**src/design/prpi_pkg.sv**
```systemverilog
// ----------------------------------------------------------------------------
// prpi_pkg
// Types and constants for the PageRank power iteration engine.
// ----------------------------------------------------------------------------
package prpi_pkg;

  localparam int SUM_W = 37;
  localparam int W_W   = 38;
  localparam int MUL_A = 17;
  localparam int MUL_W = MUL_A + W_W;
  localparam int DEG_W = 7;

  localparam logic [31:0] RANK_ONE = 32'h8000_0000;

  localparam logic [1:0] CMD_ADD   = 2'd0;
  localparam logic [1:0] CMD_RUN   = 2'd1;
  localparam logic [1:0] CMD_CLEAR = 2'd2;

  localparam logic [1:0] REG_NODE_COUNT = 2'd0;
  localparam logic [1:0] REG_DAMPING    = 2'd1;
  localparam logic [1:0] REG_MAX_ITER   = 2'd2;
  localparam logic [1:0] REG_CONV_LIMIT = 2'd3;

  typedef struct packed {
    logic             start;
    logic [SUM_W-1:0] dividend;
    logic [DEG_W-1:0] divisor;
  } div_req_t;

  typedef enum logic [4:0] {
    S_IDLE,
    S_LD_RD,
    S_LD_WR,
    S_INIT_DIV,
    S_INIT_WR,
    S_SUM_RD,
    S_SUM_ACC,
    S_SUM_DIV,
    S_TELE_MUL,
    S_TELE_GO,
    S_TELE_DIV,
    S_DN_DIV,
    S_ROW,
    S_ROW_LAST,
    S_ROW_MUL,
    S_ROW_UPD,
    S_ITER_END,
    S_OUT_RD,
    S_OUT_LD,
    S_OUT_WAIT
  } state_t;

endpackage

```
**src/design/prpi_div.sv**
```systemverilog
// ----------------------------------------------------------------------------
// prpi_div
// Restoring divider, one quotient bit per cycle, small divisor.
// ----------------------------------------------------------------------------
module prpi_div (
  input  logic                     clk,
  input  logic                     rst_n,
  input  prpi_pkg::div_req_t       req,
  output logic                     done,
  output logic [prpi_pkg::SUM_W-1:0] quotient
);
  import prpi_pkg::*;

  localparam int CNT_W = $clog2(SUM_W + 1);

  logic [SUM_W-1:0] q_r, q_nxt;
  logic [DEG_W-1:0] rem_r, rem_nxt;
  logic [DEG_W-1:0] dvs_r, dvs_nxt;
  logic [CNT_W-1:0] cnt_r, cnt_nxt;
  logic             busy_r, busy_nxt;
  logic             done_r, done_nxt;
  logic [DEG_W:0]   trial;

  always_comb begin
    q_nxt    = q_r;
    rem_nxt  = rem_r;
    dvs_nxt  = dvs_r;
    cnt_nxt  = cnt_r;
    busy_nxt = busy_r;
    done_nxt = 1'b0;
    trial    = {rem_r, q_r[SUM_W-1]};
    if (req.start) begin
      q_nxt    = req.dividend;
      rem_nxt  = '0;
      dvs_nxt  = req.divisor;
      cnt_nxt  = CNT_W'(SUM_W);
      busy_nxt = 1'b1;
    end else if (busy_r) begin
      if (trial >= {1'b0, dvs_r}) begin
        rem_nxt = DEG_W'(trial - {1'b0, dvs_r});
        q_nxt   = {q_r[SUM_W-2:0], 1'b1};
      end else begin
        rem_nxt = trial[DEG_W-1:0];
        q_nxt   = {q_r[SUM_W-2:0], 1'b0};
      end
      cnt_nxt = cnt_r - CNT_W'(1);
      if (cnt_r == CNT_W'(1)) begin
        busy_nxt = 1'b0;
        done_nxt = 1'b1;
      end
    end
  end

  always_ff @(posedge clk) begin
    if (!rst_n) begin
      busy_r <= 1'b0;
      done_r <= 1'b0;
    end else begin
      busy_r <= busy_nxt;
      done_r <= done_nxt;
    end
    q_r   <= q_nxt;
    rem_r <= rem_nxt;
    dvs_r <= dvs_nxt;
    cnt_r <= cnt_nxt;
  end

  assign done     = done_r;
  assign quotient = q_r;

endmodule

```
**config.mk**
```make
export PLATFORM = sky130hd
export DESIGN_NAME = prpi_div
export DESIGN_NICKNAME = d
export VERILOG_FILES = /design/src/design/prpi_pkg.sv /design/src/design/prpi_div.sv
export SDC_FILE = /design/constraint.sdc
export NUM_CORES = 1
export LEC_CHECK = 0
export ABC_CLOCK_PERIOD_IN_PS = 2050
export BUFFER_PORTS_ARGS = -buffer_cell sky130_fd_sc_hd__buf_2
export CAP_MARGIN = 20
export CORE_MARGIN = 5
export CORE_UTILIZATION = 35
export DETAILED_ROUTE_END_ITERATION = 12
export GPL_ROUTABILITY_DRIVEN = 0
export HOLD_SLACK_MARGIN = 0.05
export SYNTH_ARGS = -nofsm -noshare
export SYNTH_HDL_FRONTEND = slang
export SYNTH_SLANG_ARGS = --single-unit
```
**constraint.sdc**
```tcl
create_clock -name clk -period 2.05 [get_ports clk]
set_input_delay 0.1025 -clock clk [delete_from_list [all_inputs] [get_ports clk]]
set_output_delay 0.1025 -clock clk [all_outputs]
set_load 0.01 [all_outputs]
```
Word-level counts from Yosys, hierarchy flattened
Cells that the tools add are included.
{"block": "op_classes", "n_addsub": 2, "multipliers": 0, "div_mod_pow": 0, "magnitude_cmp": 1, "eq_ne": 1, "n_shift": 0, "muxes": 8, "n_bitwise": 2, "n_reduce_logical": 2}
{"cell": "37-bit 2-to-1 mux", "n": 2}
{"cell": "8-bit by 7-bit greater-or-equal comparator with 1-bit output", "n": 1}
{"cell": "7-bit 2-to-1 mux", "n": 1}
{"cell": "7-bit subtractor", "n": 1}
{"cell": "6-bit by 1-bit equality test with 1-bit output, second input constant", "n": 1}
{"cell": "6-bit by 1-bit subtractor with 6-bit output, second input constant", "n": 1}
{"cell": "1-bit 2-to-1 mux", "n": 5}
{"cell": "3-bit OR reduction", "n": 1}
{"cell": "1-bit inverter", "n": 2}
{"cell": "2-bit nonzero test", "n": 1}
{"block": "totals", "ff_bits": 59, "latch_bits": 0, "ram_bits": 0, "rom_bits": 0, "output_inout_bits": 38, "word_cells": 22, "memories": 0}

Depth between registers and ports, before layout
{"block": "logic_depth", "ltp_word": 4, "ltp_mapped": 8, "mapped_depth_nobuf": 7}

Worst setup path before layout
No wires, ideal clock.
{"block": "synth_timing", "path_kind": "reg2reg", "from": "register q_r[36], in the netlist quotient[36]", "to": "register rem_r[3]", "setup_ns": 0.115, "t_arrival_ns": 2.000, "setup_slack_ns": -0.065, "stages_incl_launch_ff": 8, "path_buffers": 0, "cell_sequence": "edfxtp_1 inv_1 ha_1 fa_1 nand2b_2 a211o_4 a41o_1 a31o_1"}
{"block": "synth_between", "elab_chain_len": 2, "word_cells_on_any_way": 3, "classes_between": "1 x add/sub; 1 x order compare; 1 x mux"}
{"item": "start, declared", "line": "prpi_div.sv:16", "source": "logic [SUM_W-1:0] q_r, q_nxt;"}
{"item": "start signal, assigned", "line": "prpi_div.sv:62", "source": "q_r <= q_nxt;"}
{"item": "7-bit subtractor or 8-bit by 7-bit greater-or-equal comparator with 1-bit output (tied branches)", "line": "prpi_div.sv:40, prpi_div.sv:39"}
{"item": "7-bit 2-to-1 mux (*)", "line": "prpi_div.sv:39", "source": "if (trial >= {1'b0, dvs_r}) begin"}
{"item": "end signal, assigned", "line": "prpi_div.sv:63", "source": "rem_r <= rem_nxt;"}
{"item": "end, declared", "line": "prpi_div.sv:17", "source": "logic [DEG_W-1:0] rem_r, rem_nxt;"}
Every way passes the cells marked *; elsewhere a longest branch is shown, timed or not.
A chain may end at the register's enable or synchronous reset.

Final worst setup path
{"block": "layout_timing", "from": "register dvs_r[0]", "to": "register rem_r[4]"}
{"block": "layout_between", "elab_chain_len": 2, "word_cells_on_any_way": 3, "classes_between": "1 x add/sub; 1 x order compare; 1 x mux"}
{"item": "start, declared", "line": "prpi_div.sv:18", "source": "logic [DEG_W-1:0] dvs_r, dvs_nxt;"}
{"item": "start signal, assigned", "line": "prpi_div.sv:64", "source": "dvs_r <= dvs_nxt;"}
{"item": "7-bit subtractor or 8-bit by 7-bit greater-or-equal comparator with 1-bit output (tied branches)", "line": "prpi_div.sv:40, prpi_div.sv:39"}
{"item": "7-bit 2-to-1 mux (*)", "line": "prpi_div.sv:39"}
Marked as above.

==> impl_metrics.py <==
metrics = {
    "outcome": {
        "status": "finished, final reports clean",
    },
    "global_routing": {
        "grt_overflow_total": 0,
        "antenna_found_initial": 0,
        "track_usage_pct": 12.3,
        "grt_pass1_vias": 2073,
        "grt_pass1_wl_um": 9890,
        "grt_max_degree": 38,
    },
    "min_path": {
        "hold_path_class": "in -> reg",
        "hold_start": "req[16]",
    },
    "synthesis": {
        "muxShareOfSynthArea_pct": 14.0,
        "synth_area_um2": 2980,
        "synth_top_cell_area_share_pct": 44.3,
        "synth_flop_cell": "edfxtp_1",
        "synth-simple-area-share_pct": 12.2,
        "synth_fp_nets": 285,
        "ys_seq_area_share_pct": 54.4,
        "yosysWarnings": 0,
        "syn_avg_cell_area_um2": 13.1,
        "ys_top_cells_by_area": "edfxtp_1 44%, mux2_2 14%, dfxtp_1 10%, ha_1 3.8%, nor3b_1 1.8%",
        "synth_top_family_by_area": "multiplexers",
        "post-synth-top-area-cell": "edfxtp_1",
        "ys_async_sr_fraction_pct": 0,
        "synth_compound_area_share_pct": 9.19,
        "yosys.cell_types.count": 51,
        "synthXorXnorAreaFrac_pct": 1.76,
        "synthAdderAreaFrac_pct": 4.45,
        "synthCells": 228,
        "synth_edf_count": 44,
        "ys_ff_latch": 59,
    },
    "floorplanning": {
        "die_height_um": 102,
        "initial_core_util_pct": 36.1,
        "die_area_um2": 10500,
        "core_area_um2": 8260,
        "ios": 85,
        "chipWidth_um": 102,
        "rows": 33,
    },
    "finish": {
        "diodes": 0,
        "area_growth_pct": 28.9,
        "fin_area_um2": 3840,
        "final_cells": 436,
        "fin_nets": 384,
        "drive_gt1_share_pct": 48.6,
    },
    "detailed_routing": {
        "totalWireLength_um": 6400,
        "vias_per_cell": 4.83,
        "drcViolationCount": 0,
        "first_pass_iters": 4,
        "wire_per_inst_um": 14.7,
        "drt_iter0_drc": 113,
        "via_count": 2105,
        "ant_nets": 0,
    },
    "clocking": {
        "cts_inserted_buffers": 9,
        "clk_latency_ns": 0.33,
        "clock_path_buffers": 2,
        "cts_htree_levels": 3,
        "clk_pin_slew_ns": 0.07,
        "post_cts_buffers": 0,
        "root_buffer": "clkbuf_8",
        "numClockSinks": 59,
        "cts_tree": "built",
    },
    "critical_path": {
        "end_kind": "register",
        "critPathLaunchType": "register",
        "r2r-start": "dvs_r[0]",
        "path_max_fanout": 6,
        "critPathKind": "reg -> reg",
        "rrSetupSlack_ns": 0.06,
        "crit_arrival_ns": 2.21,
        "required_ns": 2.28,
        "critPathLaunch": "dvs_r[0]",
    },
    "timing": {
        "rsz0062_at_grt": "true",
        "max_freq_mhz": 503,
        "period_needed_ns": 1.99,
        "timing.final.hold_violations": 0,
        "finClkSkew_ns": 0.0113,
        "relSlewSlack_pct": 58.9,
        "slew_viol_final": 0,
        "tightestPinTransition_ns": 0.616,
        "setup_viol": 0,
        "fin_crit_sh_pct": 97.0,
        "fin_hold_ws_ns": 0.0679,
        "finalWorstSetupSlack_ns": 0.0615,
    },
    "placed_design": {
        "port_buffers": 84,
        "dpl_cell_area_um2": 3540,
        "dpl.cell_count": 413,
        "hpwl_um": 4630,
        "post-place-ws_ns": 0.0112,
    },
    "pwr": {
        "p_leak_uw": 0.00161,
        "peakVddDrop_v": 0.000379,
        "p_total_uw": 3130,
        "power_density_nw_per_um2": 815,
    },
    "job": {
        "drv_cap": 0,
    },
}
-- final cells by class --
class | instances | area [µm²]
fill | 802 | 4420
sequential | 59 | 1620
multi-input combinational | 145 | 1260
timing repair buffer | 101 | 581
tap | 105 | 131
clock buffer | 9 | 124
clock inverter | 6 | 81.3
inverter | 11 | 41.3
-- final timing paths --
check	to	depth (start not counted)
worst max-delay path	rem_r[4]	6
worst min-delay path	quotient[9]	2
worst max register to register	rem_r[4]	6
worst min register to register	cnt_r[1]	2
-- metrics by stage --
stage | util (%) | setup TNS (ns)
after global placement | 42.9 | 0
after detailed placement | 42.9 | 0
final | 46.5 | 0
after global routing | 46.5 | -0.00235
after floorplan | - | 0
after CTS | 46.3 | 0
-- sequential cells by signal, indices dropped and copies added, names as in the netlist --
register  cells
done          1
rem_r         7
quotient     37
cnt_r         6
dvs_r         7
busy_r        1
-- timing repair --
| item | in CTS | in global routing |
|---|---|---|
| hold buffers | 8 | 0 |
| endpoints found under the hold margin | 9 | 0 |
| resized for setup | 0 | 3 |
| setup endpoints to repair | 0 | 5 |
-- metal layers --
| metal | wire, µm | vias to the layer above | GRT usage, % |
|---|---|---|---|
| li1 | - | 1054 | - |
| met3 | 361 | 7 | 3.21 |
| met2 | 3010 | 56 | 18.8 |
| met1 | 2930 | 988 | 16.5 |
| met4 | 96 | 0 | 5.45 |
| met5 | 0 | - | 0 |
-- logic make-up (layout without fill, tap and decap cells) --
kind of cell	after synthesis	count (layout)
and+or+nand+nor	60	60
DFF	59	59
muxes	37	37
AOI/OAI and AO/OA	32	32
buffers and inverters	24	127
adders and majority gates	10	10
xor gates and xnor gates	6	6
-- worst max-delay path, stage by stage, from the launching register on --
cell and delay [ns]:
edfxtp_1 0.38, ha_2 0.20, fa_2 0.35, nand2b_4 0.18, a211o_4 0.38, a41o_1 0.23
a31o_1 0.17
-- placed cells by master, fill, tap and decap left out, types with 2 or more instances in the layout --
master / synthesis / final
buf_2: 7 / 84
edfxtp_1: 44 / 44
mux2_2: 37 / 37
dfxtp_1: 15 / 15
nor2_1: 13 / 13
inv_1: 11 / 11
nand2_1: 11 / 11
clkbuf_8: 0 / 9
ha_1: 9 / 8
dlygate4sd3_1: 0 / 8
buf_4: 0 / 8
nor3b_1: 7 / 7
xnor2_1: 4 / 4
nand2b_1: 4 / 4
nor3_1: 3 / 3
nor2b_1: 3 / 3
o31ai_1: 3 / 3
o311ai_1: 3 / 3
nand3_1: 2 / 2
or2_2: 2 / 2
xor2_1: 2 / 2
a211oi_1: 2 / 2
or3b_2: 2 / 2
and2b_2: 2 / 2
a41oi_1: 2 / 2
a21oi_1: 2 / 2
o21ai_0: 2 / 2
a41o_1: 2 / 2
a31o_1: 2 / 2
bufinv_16: 0 / 2
clkinv_2: 0 / 2
-- cells in the mapped netlist (all sizes together), types with 4 or more instances --
master  number
xnor2        4
buf         10
dfxtp       15
nand2       11
nand3        4
nor2        13
nand2b       6
a211oi       4
ha           9
nor3b        7
mux2        37
edfxtp      44
inv         11
-- power by group --
group	internal [µW]	total, µW	switching, µW
sequential	1410	1470	59.2
clock	669	1130	459
combinational	266	532	266
(Power assumes the default switching activity.)
